### config.mk
export PLATFORM = sky130hd
export DESIGN_NAME = word_crc16_with_region_skip
export DESIGN_NICKNAME = d
export VERILOG_FILES = /design/src/rtl/wcrc_pkg.sv /design/src/rtl/word_crc16_with_region_skip.sv /design/src/rtl/wcrc_front.sv /design/src/rtl/wcrc_queue.sv /design/src/rtl/wcrc_back.sv
export SDC_FILE = /design/constraint.sdc
export NUM_CORES = 1
export LEC_CHECK = 0
export BUFFER_PORTS_ARGS = -buffer_cell sky130_fd_sc_hd__buf_2
export CAP_MARGIN = 20
export CORE_ASPECT_RATIO = 0.7
export CORE_MARGIN = 5
export CORE_UTILIZATION = 60
export CTS_BUF_LIST = sky130_fd_sc_hd__clkbuf_4
export CTS_CLUSTER_SIZE = 24
export DETAILED_ROUTE_END_ITERATION = 8
export PLACE_DENSITY = 0.81
export SLEW_MARGIN = 10
export SYNTH_ARGS = -nofsm -noshare
export SYNTH_HDL_FRONTEND = slang
export SYNTH_SLANG_ARGS = --single-unit
### constraint.sdc
create_clock -name i_clk -period 8.6 [get_ports i_clk]
set_input_delay 1.29 -clock i_clk [delete_from_list [all_inputs] [get_ports i_clk]]
set_output_delay 1.29 -clock i_clk [all_outputs]
set_load 0.01 [all_outputs]
### src/rtl/wcrc_pkg.sv
// Shared types, constants and CRC functions for the word CRC-16 block.
// No dependencies; used by the top level, front end, queue and back end of the block.
`default_nettype none
package wcrc_pkg;

    localparam logic [1:0]  MODE_PLAIN  = 2'd0;
    localparam logic [1:0]  MODE_LOADER = 2'd1;
    localparam logic [1:0]  MODE_ARM9   = 2'd2;

    localparam logic        CFG_MODE    = 1'b0;
    localparam logic        CFG_COUNT   = 1'b1;

    localparam logic [15:0] CRC_INIT    = 16'hFFFF;
    localparam logic [15:0] CRC_POLY    = 16'hA001;
    localparam logic [7:0]  ODD_ENTRY   = 8'd246;
    localparam logic [15:0] MARK_FIRST  = 16'h2F3F;
    localparam logic [15:0] MARK_SECOND = 16'h4023;
    localparam logic [11:0] WIN_LOW     = 12'h900;
    localparam logic [11:0] WIN_HIGH    = 12'h200;
    localparam logic [2:0]  SKIP_RELOAD = 3'd7;
    localparam logic [3:0]  MARK_SPAN   = 4'd8;

    localparam int          QUEUE_DEPTH = 2;

    typedef struct packed {
        logic       fold0_en;
        logic [7:0] fold0_byte;
        logic       fold1_en;
        logic [7:0] fold1_byte;
        logic       std_entry;
        logic       last;
        logic       ended_early;
    } t_fold_op;

    function automatic logic [15:0] crc_entry(input logic [7:0] idx);
        logic [15:0] e;
        e = {8'h00, idx};
        for (int b = 0; b < 8; b++) begin
            e = e[0] ? ((e >> 1) ^ CRC_POLY) : (e >> 1);
        end
        return e;
    endfunction

    function automatic logic [15:0] crc_fold(input logic [15:0] crc,
                                             input logic [7:0]  data,
                                             input logic        std_entry);
        logic [7:0]  idx;
        logic [15:0] e;
        idx = crc[7:0] ^ data;
        e   = crc_entry(idx);
        if (idx == ODD_ENTRY && !std_entry) begin
            e[0] = 1'b1;
        end
        return e ^ {8'h00, crc[15:8]};
    endfunction

endpackage
`default_nettype wire

### src/rtl/word_crc16_with_region_skip.sv
// The result register takes the checksum as the last word's operation leaves the queue.
// Throughput: one word per cycle while the queue is not full; each operation folds as it pops.
// Input is stalled only while the two-entry queue is full, i.e. while the result waits.
// Reset is synchronous and active low; it clears the CRC, position, queue and result flag.
// Top level; depends on wcrc_pkg, wcrc_front, wcrc_queue and wcrc_back.
`default_nettype none
module word_crc16_with_region_skip #(
    parameter int COUNT_BITS = 20
) (
    input  wire                     i_clk,
    input  wire                     i_rst_n,
    input  wire                     i_cfg_we,
    input  wire                     i_cfg_index,
    input  wire  [COUNT_BITS-1:0]   i_cfg_wdata,
    input  wire                     s_axis_tvalid,
    output logic                    s_axis_tready,
    input  wire  [15:0]             s_axis_tdata,   // [15:0] word
    input  wire                     s_axis_tlast,
    output logic                    m_axis_tvalid,
    input  wire                     m_axis_tready,
    output logic [15:0]             m_axis_tdata,   // [15:0] checksum
    output logic                    m_axis_tuser    // [0] ended_early
);
    import wcrc_pkg::*;

    logic     accept;
    logic     q_not_full;
    logic     q_valid;
    logic     q_pop;
    t_fold_op front_op;
    t_fold_op back_op;

    assign s_axis_tready = q_not_full;
    assign accept        = s_axis_tvalid && q_not_full;

    wcrc_front #(
        .COUNT_BITS (COUNT_BITS)
    ) u_front (
        .i_clk       (i_clk),
        .i_rst_n     (i_rst_n),
        .i_cfg_we    (i_cfg_we),
        .i_cfg_index (i_cfg_index),
        .i_cfg_wdata (i_cfg_wdata),
        .i_accept    (accept),
        .i_word      (s_axis_tdata),
        .i_last      (s_axis_tlast),
        .o_op        (front_op)
    );

    wcrc_queue u_queue (
        .i_clk      (i_clk),
        .i_rst_n    (i_rst_n),
        .i_push     (accept),
        .i_op       (front_op),
        .o_not_full (q_not_full),
        .i_pop      (q_pop),
        .o_valid    (q_valid),
        .o_op       (back_op)
    );

    wcrc_back u_back (
        .i_clk         (i_clk),
        .i_rst_n       (i_rst_n),
        .i_valid       (q_valid),
        .i_op          (back_op),
        .o_pop         (q_pop),
        .o_valid       (m_axis_tvalid),
        .i_ready       (m_axis_tready),
        .o_checksum    (m_axis_tdata),
        .o_ended_early (m_axis_tuser)
    );

endmodule
`default_nettype wire

### src/rtl/wcrc_front.sv
// Front end: configuration registers, position tracking, lookahead, marker and window skips.
// Turns each accepted word into a fold operation; depends on wcrc_pkg.
`default_nettype none
module wcrc_front #(
    parameter int COUNT_BITS = 20
) (
    input  wire                     i_clk,
    input  wire                     i_rst_n,
    input  wire                     i_cfg_we,
    input  wire                     i_cfg_index,
    input  wire  [COUNT_BITS-1:0]   i_cfg_wdata,
    input  wire                     i_accept,
    input  wire  [15:0]             i_word,
    input  wire                     i_last,
    output wcrc_pkg::t_fold_op      o_op
);
    import wcrc_pkg::*;

    localparam int P = COUNT_BITS + 1;
    localparam logic [P-1:0] POS_MAX = {P{1'b1}};

    logic [1:0]            r_mode;
    logic [COUNT_BITS-1:0] r_count;
    logic [P-1:0]          r_pos,        n_pos;
    logic [15:0]           r_held_word,  n_held_word;
    logic                  r_held_valid, n_held_valid;
    logic [2:0]            r_skip_left,  n_skip_left;
    logic                  r_finished,   n_finished;

    logic [P-1:0] cnt_ext;
    logic [P-1:0] q_prev;
    logic [P:0]   q_span;
    logic         win_en;
    logic [P-1:0] win_lo;
    logic [P-1:0] win_hi;
    t_fold_op     op;

    function automatic logic in_win(input logic [P-1:0] q, input logic en,
                                    input logic [P-1:0] lo, input logic [P-1:0] hi);
        return en && (q > lo) && (q < hi);
    endfunction

    assign cnt_ext = {1'b0, r_count};
    assign q_prev  = (r_pos != '0) ? r_pos - P'(1) : '0;
    assign q_span  = {1'b0, q_prev} + (P+1)'(MARK_SPAN);
    assign win_en  = cnt_ext >= P'(WIN_LOW);
    assign win_lo  = cnt_ext - P'(WIN_LOW);
    assign win_hi  = cnt_ext - P'(WIN_HIGH);

    always_comb begin
        n_pos        = r_pos;
        n_held_word  = r_held_word;
        n_held_valid = r_held_valid;
        n_skip_left  = r_skip_left;
        n_finished   = r_finished;
        op           = '0;
        op.std_entry = (r_mode == MODE_LOADER);
        if (i_accept) begin
            if (r_held_valid) begin
                n_held_valid = 1'b0;
                if (r_held_word == MARK_FIRST && i_word == MARK_SECOND) begin
                    n_skip_left = SKIP_RELOAD;
                    if (q_span >= {1'b0, cnt_ext}) begin
                        n_finished = 1'b1;
                    end
                end else if (!in_win(q_prev, win_en, win_lo, win_hi)) begin
                    op.fold0_en   = 1'b1;
                    op.fold0_byte = r_held_word[7:0];
                end
            end
            if (n_finished) begin
                n_skip_left = n_skip_left;
            end else if (n_skip_left != 3'd0) begin
                n_skip_left = n_skip_left - 3'd1;
            end else if (r_pos < cnt_ext) begin
                if (r_mode == MODE_ARM9) begin
                    n_held_word  = i_word;
                    n_held_valid = 1'b1;
                end else begin
                    op.fold1_en   = 1'b1;
                    op.fold1_byte = i_word[7:0];
                end
            end
            n_pos = (r_pos != POS_MAX) ? r_pos + P'(1) : r_pos;
            if (i_last) begin
                if (n_held_valid && !n_finished && !in_win(r_pos, win_en, win_lo, win_hi)) begin
                    op.fold1_en   = 1'b1;
                    op.fold1_byte = n_held_word[7:0];
                end
                op.last        = 1'b1;
                op.ended_early = n_finished;
                n_pos          = '0;
                n_held_word    = '0;
                n_held_valid   = 1'b0;
                n_skip_left    = 3'd0;
                n_finished     = 1'b0;
            end
        end
    end

    always_ff @(posedge i_clk) begin
        if (!i_rst_n) begin
            r_mode       <= MODE_PLAIN;
            r_count      <= '0;
            r_pos        <= '0;
            r_held_word  <= '0;
            r_held_valid <= 1'b0;
            r_skip_left  <= 3'd0;
            r_finished   <= 1'b0;
        end else begin
            if (i_cfg_we) begin
                if (i_cfg_index == CFG_MODE) begin
                    r_mode <= i_cfg_wdata[1:0];
                end else begin
                    r_count <= i_cfg_wdata;
                end
            end
            r_pos        <= n_pos;
            r_held_word  <= n_held_word;
            r_held_valid <= n_held_valid;
            r_skip_left  <= n_skip_left;
            r_finished   <= n_finished;
        end
    end

    assign o_op = op;

endmodule
`default_nettype wire

### src/rtl/wcrc_queue.sv
// Short queue of fold operations between the front end and the CRC back end.
// Depends on wcrc_pkg for the operation type and depth.
`default_nettype none
module wcrc_queue (
    input  wire                 i_clk,
    input  wire                 i_rst_n,
    input  wire                 i_push,
    input  wcrc_pkg::t_fold_op  i_op,
    output logic                o_not_full,
    input  wire                 i_pop,
    output logic                o_valid,
    output wcrc_pkg::t_fold_op  o_op
);
    import wcrc_pkg::*;

    localparam int AW = $clog2(QUEUE_DEPTH);

    t_fold_op        r_mem [QUEUE_DEPTH];
    logic [AW-1:0]   r_wr_ptr;
    logic [AW-1:0]   r_rd_ptr;
    logic [AW:0]     r_fill;

    assign o_not_full = r_fill != (AW+1)'(QUEUE_DEPTH);
    assign o_valid    = r_fill != '0;
    assign o_op       = r_mem[r_rd_ptr];

    always_ff @(posedge i_clk) begin
        if (i_push) begin
            r_mem[r_wr_ptr] <= i_op;
        end
    end

    always_ff @(posedge i_clk) begin
        if (!i_rst_n) begin
            r_wr_ptr <= '0;
            r_rd_ptr <= '0;
            r_fill   <= '0;
        end else begin
            if (i_push) begin
                r_wr_ptr <= r_wr_ptr + AW'(1);
            end
            if (i_pop) begin
                r_rd_ptr <= r_rd_ptr + AW'(1);
            end
            if (i_push && !i_pop) begin
                r_fill <= r_fill + (AW+1)'(1);
            end else if (!i_push && i_pop) begin
                r_fill <= r_fill - (AW+1)'(1);
            end
        end
    end

endmodule
`default_nettype wire

### src/rtl/wcrc_back.sv
// Back end: applies up to two byte folds per operation and holds the result register.
// Depends on wcrc_pkg for the fold function and operation type.
`default_nettype none
module wcrc_back (
    input  wire                 i_clk,
    input  wire                 i_rst_n,
    input  wire                 i_valid,
    input  wcrc_pkg::t_fold_op  i_op,
    output logic                o_pop,
    output logic                o_valid,
    input  wire                 i_ready,
    output logic [15:0]         o_checksum,
    output logic                o_ended_early
);
    import wcrc_pkg::*;

    logic [15:0] r_crc;
    logic [15:0] crc_a;
    logic [15:0] crc_b;
    logic        r_out_valid;
    logic [15:0] r_out_crc;
    logic        r_out_early;

    assign o_pop = i_valid && (!i_op.last || !r_out_valid || i_ready);
    assign crc_a = i_op.fold0_en ? crc_fold(r_crc, i_op.fold0_byte, i_op.std_entry) : r_crc;
    assign crc_b = i_op.fold1_en ? crc_fold(crc_a, i_op.fold1_byte, i_op.std_entry) : crc_a;

    always_ff @(posedge i_clk) begin
        if (!i_rst_n) begin
            r_crc       <= CRC_INIT;
            r_out_valid <= 1'b0;
        end else begin
            if (r_out_valid && i_ready) begin
                r_out_valid <= 1'b0;
            end
            if (o_pop) begin
                if (i_op.last) begin
                    r_crc       <= CRC_INIT;
                    r_out_valid <= 1'b1;
                end else begin
                    r_crc <= crc_b;
                end
            end
        end
    end

    always_ff @(posedge i_clk) begin
        if (o_pop && i_op.last) begin
            r_out_crc   <= crc_b;
            r_out_early <= i_op.ended_early;
        end
    end

    assign o_valid       = r_out_valid;
    assign o_checksum    = r_out_crc;
    assign o_ended_early = r_out_early;

endmodule
`default_nettype wire

* Word-level counts from Yosys, hierarchy flattened
Memory sizes are Yosys's and may differ from the RTL's. A register that Yosys moved wholly into a read port is not among the register bits.
Cells that the tools add are included.
** Cells by class
- Add/subtract/negate cells :: 10
- Magnitude comparators :: 7
- Equal/unequal tests :: 10
- Muxes and demuxes :: 67
- Bitwise operators :: 21
- Reduce and logical (&&, ||, !) cells :: 35
** Operators with widths (number)
- 16-bit 2-to-1 mux :: 24
- 9-bit 2-to-1 mux :: 9
- 21-bit 2-to-1 mux :: 3
- 21-bit > comparator :: 2
- 21-bit < comparator :: 2
- 2-bit inverter with 3-bit output :: 14
- 16-bit by 8-bit bitwise XOR with 16-bit output :: 2
- 21-bit by 4-bit adder with 22-bit output (second input constant) :: 1
- 22-bit by 20-bit greater-or-equal comparator with 1-bit output :: 1
- 21-bit by 1-bit adder with 21-bit output (second input constant) :: 1
- 21-bit by 20-bit < comparator with 1-bit output :: 1
- 21-bit != test (second input constant) :: 1
- 21-bit nonzero test :: 1
- 20-bit by 10-bit subtractor with 21-bit output (second input constant) :: 1
- 20-bit by 12-bit subtractor with 21-bit output (second input constant) :: 1
- 21-bit by 1-bit subtractor with 21-bit output (second input constant) :: 1
- 20-bit by 12-bit greater-or-equal comparator with 1-bit output (second input constant) :: 1
- 1-bit 2-to-1 mux :: 20
- 18-bit 2-to-1 mux :: 1
- 3-bit 2-to-1 mux :: 6
- 16-bit by 14-bit == test with 1-bit output (second input constant) :: 1
- 16-bit by 15-bit == test with 1-bit output (second input constant) :: 1
- 8-bit == test (second input constant) :: 2
- 8-bit bitwise XOR :: 2
- other kinds (17) :: 51
** Storage, ports and cells
- Register bits after elaboration :: 102
- RAM bits :: 42
- Bits of input ports :: 43
- Word-level logic and storage cells :: 166
- Memories :: 1
** Memories
- u_queue.r_mem :: words 2, bits a word 21, rd ports 1, clocked after memory_dff 1, write ports 1, line wcrc_queue.sv:18 : t_fold_op r_mem [QUEUE_DEPTH];

* Longest topological paths before layout
Gate-level depths: netlist (run 1).
- Word-level depth :: 41
- Gate-level depth with buffers :: 25

* Cells and area by module
From an unflattened synthesis (run 1), not the netlist that was laid out.
** Unflattened totals
- Cell total of the unflattened synthesis :: 1176
- Area total of the unflattened synthesis :: 10610.2 um^2
** By module, submodules not included
- wcrc_front :: times used 1, cells an instance 859, area an instance 6680.2 um^2, sequential area each 1281.2 um^2
- wcrc_back :: times used 1, cells an instance 229, area an instance 2197.1 um^2, sequential area each 850.8 um^2
- wcrc_queue :: times used 1, cells an instance 87, area an instance 1726.7 um^2, sequential area each 1361.3 um^2
- word_crc16_with_region_skip :: times used 1, cells an instance 1, area an instance 6.3 um^2, sequential area each 0.0 um^2

* Least setup slack after synthesis (run 1)
Ideal clock, no wire load.
- Path kind :: reg2reg
- From :: reg u_front.r_pos[13]
- To :: reg u_front.r_held_word[14]
- Library setup time :: 117 ps
- Arrival time :: 5291 ps
- Data required time :: 8483 ps
- Setup slack :: 3192 ps
- Cell stages (with the launch flop) :: 25
- Path buffers :: 4
- Cell sequence :: dfxtp_1 -> clkbuf_1 -> or3_1 -> nor4_1 -> and4_1 -> clkbuf_1 -> clkbuf_1 -> nor2_1 -> ha_1 -> o221ai_1 -> nor4_1 -> nand4_1 -> xnor2_1 -> ha_1 -> a21o_1 -> a21o_1 -> a21o_1 -> a21o_1 -> a211o_1 -> a41oi_1 -> o21ai_1 -> a211oi_4 -> a21oi_2 -> buf_6 -> a22o_1
** Between the ends
- Word-level cells in the longest chain between the ends :: 10
- Elaborated cells between the ends (all ways) :: 13
- Those cells by class :: 2 x add/sub; 2 x order compare; 1 x eq/ne; 5 x mux; 3 x reduce/logical
** RTL lines
- start: declaration :: line wcrc_front.sv:24 : logic [P-1:0] r_pos, n_pos;
- start signal: assignment :: line wcrc_front.sv:118 : r_pos <= n_pos;
- 21-bit by 1-bit subtractor with 21-bit output / 21-bit nonzero test (equally long branches) :: line wcrc_front.sv:44 : assign q_prev = (r_pos != '0) ? r_pos - P'(1) : '0;
- 21-bit 2-to-1 mux :: line wcrc_front.sv:44
- 21-bit by 4-bit adder with 22-bit output :: line wcrc_front.sv:45 : assign q_span = {1'b0, q_prev} + (P+1)'(MARK_SPAN);
- 22-bit by 20-bit greater-or-equal comparator with 1-bit output :: line wcrc_front.sv:63 : if (q_span >= {1'b0, cnt_ext}) begin
- 1-bit 2-to-1 mux :: line wcrc_front.sv:63
- 1-bit 2-to-1 mux :: line wcrc_front.sv:61 : if (r_held_word == MARK_FIRST && i_word == MARK_SECOND) begin
- 1-bit 2-to-1 mux :: line wcrc_front.sv:59 : if (r_held_valid) begin
- 1-bit 2-to-1 mux :: line wcrc_front.sv:58 : if (i_accept) begin
- 2-bit != test (no source line)
- 5-bit AND reduction (no source line) (*)
- end signal: assignment :: line wcrc_front.sv:119 : r_held_word <= n_held_word;
- end: declaration :: line wcrc_front.sv:25 : logic [15:0] r_held_word, n_held_word;
Every way passes the cells marked *; elsewhere a longest branch is shown, timed or not. The select of a mux whose other input is x is not followed.
A chain may end at the register's enable or synchronous reset.

* Worst setup path in the final report (run 1)
- From :: reg u_front.r_pos[14]
- To :: reg u_front.r_held_word[11]
Same word-level chain as after synthesis.

==> reports/results.tsv, run 1 <==
stage	metric	value	unit
finish	syn_to_final_growth	7.44	%
critical_path	cp_top_family	simple AND/OR/NAND/NOR gates	
cts	hold_buffers	0	
synth	synth.distinct_cells	76	
synth	synth_edf_count	59	
pwr	switching_share	0.441	
timing	fin_ws	2.34	ns
synth	ys_warn_count	0	
die	start_util	0.620	
outcome	status	completed	
pwr	pwr-share-comb	0.548	
global_routing	overflow	0	
synth	ys_ff_latch	145	
pwr	clkPwrFrac	0.148	
critical_path	start_kind	register	
drt	num_vias	8705	
timing	worstMarginPinSlew	1.01	ns
synth	ys_top_cells_by_area	edfxtp_1 17%, dfxtp_1 17%, ha_1 14%, xnor2_1 6.6%, mux2i_1 4.4%	
timing	setup_violations	0	
drt	drc	0	
drt	dr.pass1.iters	6	
timing	fmax	160	MHz
cts	path_clk_slew	0.16	ns
finish	utilization	0.666	
cts	cts_htree_levels	4	
critical_path	crit_path_top_delay_cell	nor4b_4	
die	fp.dieW	166	um
pwr	p_leak	4.78	nW
timing	final.min_clock_period	6.26	ns
critical_path	cp.required	9.13	ns
timing	drv_slew	0	
critical_path	arrival	6.79	ns
critical_path	r2r-end	u_front.r_held_word[11]$_SDFFE_PN0P_	
synth	synth_nets	1263	
critical_path	cp-end-kind	register	
critical_path	cp_max_fo	19	
synth	syn-mean-instance-area	9.23	um2
timing	hold_viol_final	0	
critical_path	crit-reg2reg-launch	u_front.r_pos[14]$_SDFFE_PN0P_	
cts	cts_tree	built	
die	die_area	19800	um2
drt	detail-route-antenna-nets	0	
cts	cts_buffers	17	
global_routing	grt.total_usage	0.281	
timing	fin_crit_sh	0.728	
synth	ys.flop_type	dfxtp_1	
cts	clockBufferDepth	2	
die	core_area	16500	um2
place	dp_hpwl	21.8	mm
die	pin_count	62	
hold_path	hp-start	u_front.r_count[5]$_SDFFE_PN0P_	
synth	synth_top_cell_by_area	edfxtp_1	
pwr	max-vdd-ir-drop	0.304	mV
timing	rsz0062_at_grt	no	
synth	synthArstFlopShare	0	
drt	wl_per_cell	20.2	um
pwr	internal_power	0.00172	W
global_routing	antenna_found_initial	1	
cts	cts-root-buf	clkbuf_4	
cts	clkSinkCount	145	
finish	fill_cells	1388	
finish	final_net_count	1305	
place	post-place-ws	2.47	ns
pwr	p_seq_frac	0.303	
finish	drive_gt1_frac	0.104	
timing	slew-limit-headroom	0.326	
critical_path	crit_buf_inv	0	
drt	wl	28.0	mm
critical_path	crit_path_cell_trace	or3_1 -> nor4_1 -> and4_1 -> nor2_1 -> ha_1 -> o221ai_1 -> nor4_1 -> nand4_1 -> xnor2_1 -> ha_1 -> a21o_1 -> a21o_1 -> a21o_1 -> a21o_1 -> a211o_1 -> a41oi_1 -> o21a_2 -> nor2_2 -> nor4b_4 -> a22o_1	
hold_path	min_path_type	register to register	
synth	synth_top_area_share	0.173	
drt	viasPerCell	6.27	
flow_run	maxCapViolCount	0	
hold_path	worstHoldPathCells	2	
synth	ys_seq_area_frac	0.342	
drt	drtIter0Drc	1134	
global_routing	grt_pass1_vias	8027	
critical_path	r2r_slack	2.34	ns
pwr	switchingPower	0.00136	W
critical_path	path_class	register to register	
critical_path	reg2reg_depth	20	
timing	clock_skew	0.0356	ns
place	routabilityCongestion	0.990	
timing	finalSetupTns	0	ns
hold_path	whs_endpoint	u_front.r_count[5]$_SDFFE_PN0P_	
die	die_y	119	um
global_routing	grt_pass1_wl	44.3	mm
cts	clk_latency	0.59	ns
pwr	p_per_area	281	nW/um2
cts	post_cts.repair.setup_buffers	0	
place	io_buffers	61	
synth	synthCells	1107	
global_routing	grt_max_degree	38	
synth	netlist_area	10200	um2
cts	cts_resized	0	
critical_path	cp_common_cell	a21o_1	
critical_path	critPathMaxStageDelay	0.84	ns
die	num_rows	39	
-- sequential cells by signal, summed over array words and instances (netlist names), named ones only --
register              flops
u_queue.r_wr_ptr          1
u_front.r_held_word      16
u_front.r_skip_left       3
u_back.o_ended_early      1
u_back.r_crc             16
u_front.r_finished        1
u_front.r_held_valid      1
u_back.o_valid            1
u_queue.r_fill            2
u_front.r_mode            2
u_front.r_pos            21
u_queue.r_rd_ptr          1
u_front.r_count          20
u_queue.r_mem            42
u_back.o_checksum        16
-- worst min-delay path: stages, from the launching register on --
cell and delay, ns:
dfxtp_1 0.35, nand2_1 0.05, a21boi_0 0.06
-- cell usage after synthesis, types with 8 or more instances --
| library cell | n |
|---|---|
| a21boi_0 | 23 |
| a21o_1 | 28 |
| a21oi_1 | 44 |
| a22o_1 | 16 |
| and2_1 | 12 |
| and3_1 | 19 |
| and4_1 | 8 |
| clkbuf_1 | 36 |
| dfxtp_1 | 86 |
| edfxtp_1 | 59 |
| ha_1 | 113 |
| inv_1 | 52 |
| mux2i_1 | 45 |
| nand2_1 | 118 |
| nand2b_1 | 9 |
| nand3_1 | 20 |
| nand4_1 | 24 |
| nor2_1 | 77 |
| nor2b_1 | 17 |
| nor3_1 | 18 |
| nor4_1 | 21 |
| o211ai_1 | 8 |
| o21a_1 | 9 |
| o21ai_0 | 33 |
| or3_1 | 13 |
| xnor2_1 | 77 |
| xor2_1 | 26 |
-- metrics by stage --
| step | std cells | hold WS [ns] | cell area (um2) | power [W] |
|---|---|---|---|---|
| floorplan | 1107 | 0.434 | 10200 | 0.00220 |
| global placement | 1354 | 0.452 | 10700 | 0.00255 |
| detailed placement | 1354 | 0.458 | 10700 | 0.00258 |
| CTS | 1386 | 0.493 | 11000 | 0.00304 |
| global route | 1388 | 0.506 | 11000 | 0.00328 |
| finish | 1388 | 0.491 | 11000 | 0.00308 |
-- kinds of logic (layout without fill, tap and decap cells) --
kind of cell,Yosys count,after routing,share of synthesized area
AOI/OAI and AO/OA,216,216,0.146
xor gates and xnor gates,107,107,0.0971
adders and majority gates,113,113,0.138
buffers and inverters,99,154,0.0406
DFF,145,145,0.342
muxes,47,47,0.0463
other,0,1,0
and+or+nand+nor,380,380,0.189
-- power groups by stage --
stage          Clock (W)  Sequential [W]  Combinational [W]
2_1_floorplan          0        0.000951            0.00125
3_3_place_gp           0        0.000945            0.00161
3_5_place_dp           0        0.000948            0.00163
4_1_cts         0.000460        0.000933            0.00165
5_1_grt         0.000491        0.000946            0.00185
6_report        0.000458        0.000935            0.00169
-- routing by layer --
| layer | global-route usage | part of all wire | routed length, um |
|---|---|---|---|
| met2 | 0.363 | 0.38 | 10600 |
| met3 | 0.0834 | 0.12 | 3430 |
| met1 | 0.449 | 0.49 | 13600 |
| met5 | 0 | 0 | 0 |
| met4 | 0.0649 | 0.013 | 353 |
-- worst max path at each step --
| stage | start | to | depth (start not counted) | slack, ns |
|---|---|---|---|---|
| global placement | u_front.r_pos[13]$_SDFFE_PN0P_ | u_front.r_held_word[6]$_SDFFE_PN0P_ | 20 | 2.77 |
| floorplan | u_front.r_pos[13]$_SDFFE_PN0P_ | u_front.r_held_word[14]$_SDFFE_PN0P_ | 24 | 3.19 |
| finish | u_front.r_pos[14]$_SDFFE_PN0P_ | u_front.r_held_word[11]$_SDFFE_PN0P_ | 20 | 2.34 |
| global route | u_front.r_pos[13]$_SDFFE_PN0P_ | u_front.r_held_word[11]$_SDFFE_PN0P_ | 19 | 1.87 |
| CTS | u_front.r_pos[13]$_SDFFE_PN0P_ | u_front.r_held_word[11]$_SDFFE_PN0P_ | 20 | 2.44 |
| detailed placement | u_front.r_pos[13]$_SDFFE_PN0P_ | u_front.r_held_word[0]$_SDFFE_PN0P_ | 20 | 2.47 |
-- cells in the final DEF, fill, tap and decap left out, drive strengths merged, types with 5 or more instances in the layout --
| cell type | n |
|---|---|
| and3 | 19 |
| o21a | 10 |
| xor2 | 26 |
| ha | 113 |
| a21boi | 23 |
| nor2 | 78 |
| inv | 56 |
| nor2b | 17 |
| clkinv | 11 |
| o22ai | 7 |
| o211ai | 8 |
| and4 | 8 |
| nor3 | 18 |
| and2 | 12 |
| buf | 69 |
| mux2i | 45 |
| a21o | 28 |
| nand4 | 24 |
| edfxtp | 59 |
| a31oi | 5 |
| nand2 | 118 |
| nand3 | 20 |
| a21oi | 45 |
| nor4 | 22 |
| or3 | 13 |
| dfxtp | 86 |
| clkbuf | 18 |
| nand2b | 9 |
| o21ai | 35 |
| a22o | 16 |
| xnor2 | 77 |
-- cell type report --
cell class / instances / area, um2 / share of cell area
timing repair buffer: 70 / 373 / 0.0340
tap: 225 / 282 / 0.0256
clock inverter: 15 / 189 / 0.0172
inverter: 52 / 195 / 0.0178
multi-input combinational: 863 / 6320 / 0.575
sequential: 145 / 3490 / 0.318
antenna: 1 / 2.50 / 0.000228
clock buffer: 17 / 128 / 0.0116
Note: power is estimated with default switching activity, not from simulation.
==> run 2: changes to the inputs <==
--- a/config.mk
+++ b/config.mk
@@ -9,11 +9,11 @@
 export CAP_MARGIN = 20
 export CORE_ASPECT_RATIO = 0.7
 export CORE_MARGIN = 5
-export CORE_UTILIZATION = 60
+export CORE_UTILIZATION = 58
 export CTS_BUF_LIST = sky130_fd_sc_hd__clkbuf_4
 export CTS_CLUSTER_SIZE = 24
 export DETAILED_ROUTE_END_ITERATION = 8
-export PLACE_DENSITY = 0.81
+export PLACE_DENSITY = 0.82
 export SLEW_MARGIN = 10
 export SYNTH_ARGS = -nofsm -noshare
 export SYNTH_HDL_FRONTEND = slang
==> constraint.sdc (replaced) <==
create_clock -name i_clk -period 5.45 [get_ports i_clk]
set_input_delay 0.8175 -clock i_clk [delete_from_list [all_inputs] [get_ports i_clk]]
set_output_delay 0.8175 -clock i_clk [all_outputs]
set_load 0.01 [all_outputs]
==> reports/results.tsv, run 2 (same netlist as run 1, synthesis figures left out) <==
stage	metric	value	unit
critical_path	r2r-end	u_queue.r_mem[1][3]$_DFFE_PP_	
place	post-place-ws	0.253	ns
die	start_util	0.594	
finish	largestRegisters	u_queue.r_mem (42), u_front.r_pos (21), u_front.r_count (20)	
finish	utilization	0.650	
pwr	clkPwrFrac	0.139	
finish	largest_reg_flops	42	
flow_run	maxCapViolCount	0	
critical_path	reg2reg_depth	23	
cts	clk_latency	0.60	ns
die	core_area	17200	um2
drt	num_vias	8773	
critical_path	start_kind	register	
critical_path	cp_top_family	compound AO/OA/AOI/OAI gates	
drt	viasPerCell	6.17	
global_routing	overflow	0	
cts	cts-root-buf	clkbuf_4	
finish	fill_cells	1407	
drt	dr.pass1.iters	8	
drt	drc	0	
critical_path	cp_common_cell	a21o_1	
timing	hold_viol_final	0	
critical_path	r2r_slack	0.27	ns
timing	fin_ws	0.275	ns
global_routing	grt_use_met2	0.363	
timing	fin_crit_sh	0.950	
place	dp_hpwl	22.0	mm
global_routing	busiest_layer	met1	
finish	seqCellArea	3500	um2
pwr	p_seq_frac	0.306	
drt	detail-route-antenna-nets	0	
die	die_y	121	um
finish	final_net_count	1334	
die	num_rows	40	
pwr	p_leak	4.91	nW
finish	instances_no_fill	1423	
finish	stdcell_area	11200	um2
cts	cts_buffers	17	
global_routing	met1_usage	0.442	
die	die_area	20400	um2
global_routing	grt_max_degree	38	
pwr	pwr-share-comb	0.555	
global_routing	grt.total_usage	0.279	
pwr	max-vdd-ir-drop	0.422	mV
timing	worstMarginPinSlew	0.984	ns
cts	cts_tree	built	
cts	hold_buffers	0	
timing	setup_violations	0	
drt	wl	28.3	mm
timing	final.min_clock_period	5.18	ns
finish	multi_input_comb_area	6340	um2
die	fp.dieW	169	um
finish	mostFrequentLayoutCells	118 x nand2_1, 113 x ha_1, 84 x dfxtp_1	
critical_path	crit_path_top_delay_cell	nor3b_1	
global_routing	grt_pass1_vias	8020	
finish	drive_gt1_frac	0.129	
cts	clkSinkCount	145	
critical_path	cp-end-kind	register	
hold_path	whs_endpoint	u_front.r_held_word[15]$_SDFFE_PN0P_	
hold_path	hp-start	s_axis_tdata[15]	
place	dp_cells	1389	
critical_path	cp_max_fo	9	
global_routing	antenna_found_initial	2	
critical_path	cp.required	5.91	ns
timing	finalSetupTns	0	ns
pwr	switching_share	0.440	
hold_path	worstHoldPathCells	2	
global_routing	grt_pass1_wl	44.4	mm
critical_path	critPathMaxStageDelay	0.42	ns
critical_path	crit_buf_inv	4	
global_routing	use_met3	0.0782	
cts	cts_htree_levels	4	
pwr	internal_power	0.00273	W
finish	regMostFlops	u_queue.r_mem	
timing	drv_slew	0	
timing	rsz0062_at_grt	no	
die	pin_count	62	
cts	cts_resized	0	
pwr	switchingPower	0.00215	W
outcome	status	completed	
critical_path	crit-reg2reg-launch	u_front.r_pos[0]$_SDFFE_PN0P_	
finish	syn_to_final_growth	9.43	%
timing	slew-limit-headroom	0.344	
drt	drtIter0Drc	1045	
pwr	p_per_area	437	nW/um2
cts	path_clk_slew	0.15	ns
critical_path	crit_path_cell_trace	inv_1 -> ha_1 -> nor3b_1 -> xnor2_1 -> nor2_1 -> ha_1 -> o221ai_1 -> nor4_1 -> buf_4 -> nand4_1 -> xnor2_1 -> ha_1 -> a21o_1 -> a21o_1 -> a21o_1 -> a21o_1 -> a211o_1 -> a41oi_2 -> buf_4 -> o21ai_1 -> a211oi_4 -> buf_4 -> and3_1	
hold_path	min_path_type	primary input to register	
place	dpl_cell_area	10900	um2
cts	clockBufferDepth	2	
timing	clock_skew	0.0231	ns
drt	wl_per_cell	19.9	um
finish	final_common_cell	nand2_1	
cts	post_cts.repair.setup_buffers	0	
critical_path	arrival	5.64	ns
place	io_buffers	61	
critical_path	path_class	register to register	
timing	fmax	193	MHz
place	routabilityCongestion	0.991	
## run 2: changes by cell type in the layout (fill, tap and decap cells not counted), sizes merged
cell and delta:
inv +3, buf +30, clkinv -7, clkinvlp +3
## run 2: worst max path at each step
| stage | from | end | slack (ns) | depth (start not counted) |
|---|---|---|---|---|
| 2_1_floorplan | u_front.r_pos[13]$_SDFFE_PN0P_ | u_front.r_held_word[14]$_SDFFE_PN0P_ | 0.04 | 24 |
| 3_3_place_gp | u_front.r_pos[2]$_SDFFE_PN0P_ | u_front.r_held_word[11]$_SDFFE_PN0P_ | 0.42 | 19 |
| 3_5_place_dp | u_front.r_pos[0]$_SDFFE_PN0P_ | u_front.r_held_word[10]$_SDFFE_PN0P_ | 0.25 | 26 |
| 4_1_cts | u_front.r_pos[0]$_SDFFE_PN0P_ | u_front.r_held_word[14]$_SDFFE_PN0P_ | 0.18 | 25 |
| 5_1_grt | u_front.r_pos[0]$_SDFFE_PN0P_ | u_queue.r_mem[1][3]$_DFFE_PP_ | 0.02 | 23 |
| 6_report | u_front.r_pos[0]$_SDFFE_PN0P_ | u_queue.r_mem[1][3]$_DFFE_PP_ | 0.27 | 23 |
## run 2: layout make-up
class | instances | area share
antenna | 1 | 0.000224
clock buffer | 18 | 0.0121
clock inverter | 14 | 0.0110
inverter | 52 | 0.0175
multi-input combinational | 863 | 0.567
sequential | 145 | 0.313
tap | 231 | 0.0258
timing repair buffer | 99 | 0.0537
## run 2: layer usage
metal / part of all wire / routed length, um
met1: 0.48 / 13500
met2: 0.38 / 10700
met3: 0.13 / 3600
met4: 0.016 / 452
met5: 0.00046 / 13
## run 2: per-stage QoR
step / hold WS, ns / total power [W]
4_1_cts: 0.432 / 0.00480
3_5_place_dp: 0.455 / 0.00412
2_1_floorplan: 0.434 / 0.00347
6_report: 0.452 / 0.00488
5_1_grt: 0.422 / 0.00515
3_3_place_gp: 0.452 / 0.00405
## run 2: power groups by stage
stage,Sequential [W],Clock [W],Combinational (W)
floorplan,0.00150,0,0.00197
global placement,0.00151,0,0.00255
detailed placement,0.00151,0,0.00261
CTS,0.00149,0.000681,0.00263
global route,0.00151,0.000730,0.00291
finish,0.00149,0.000677,0.00271
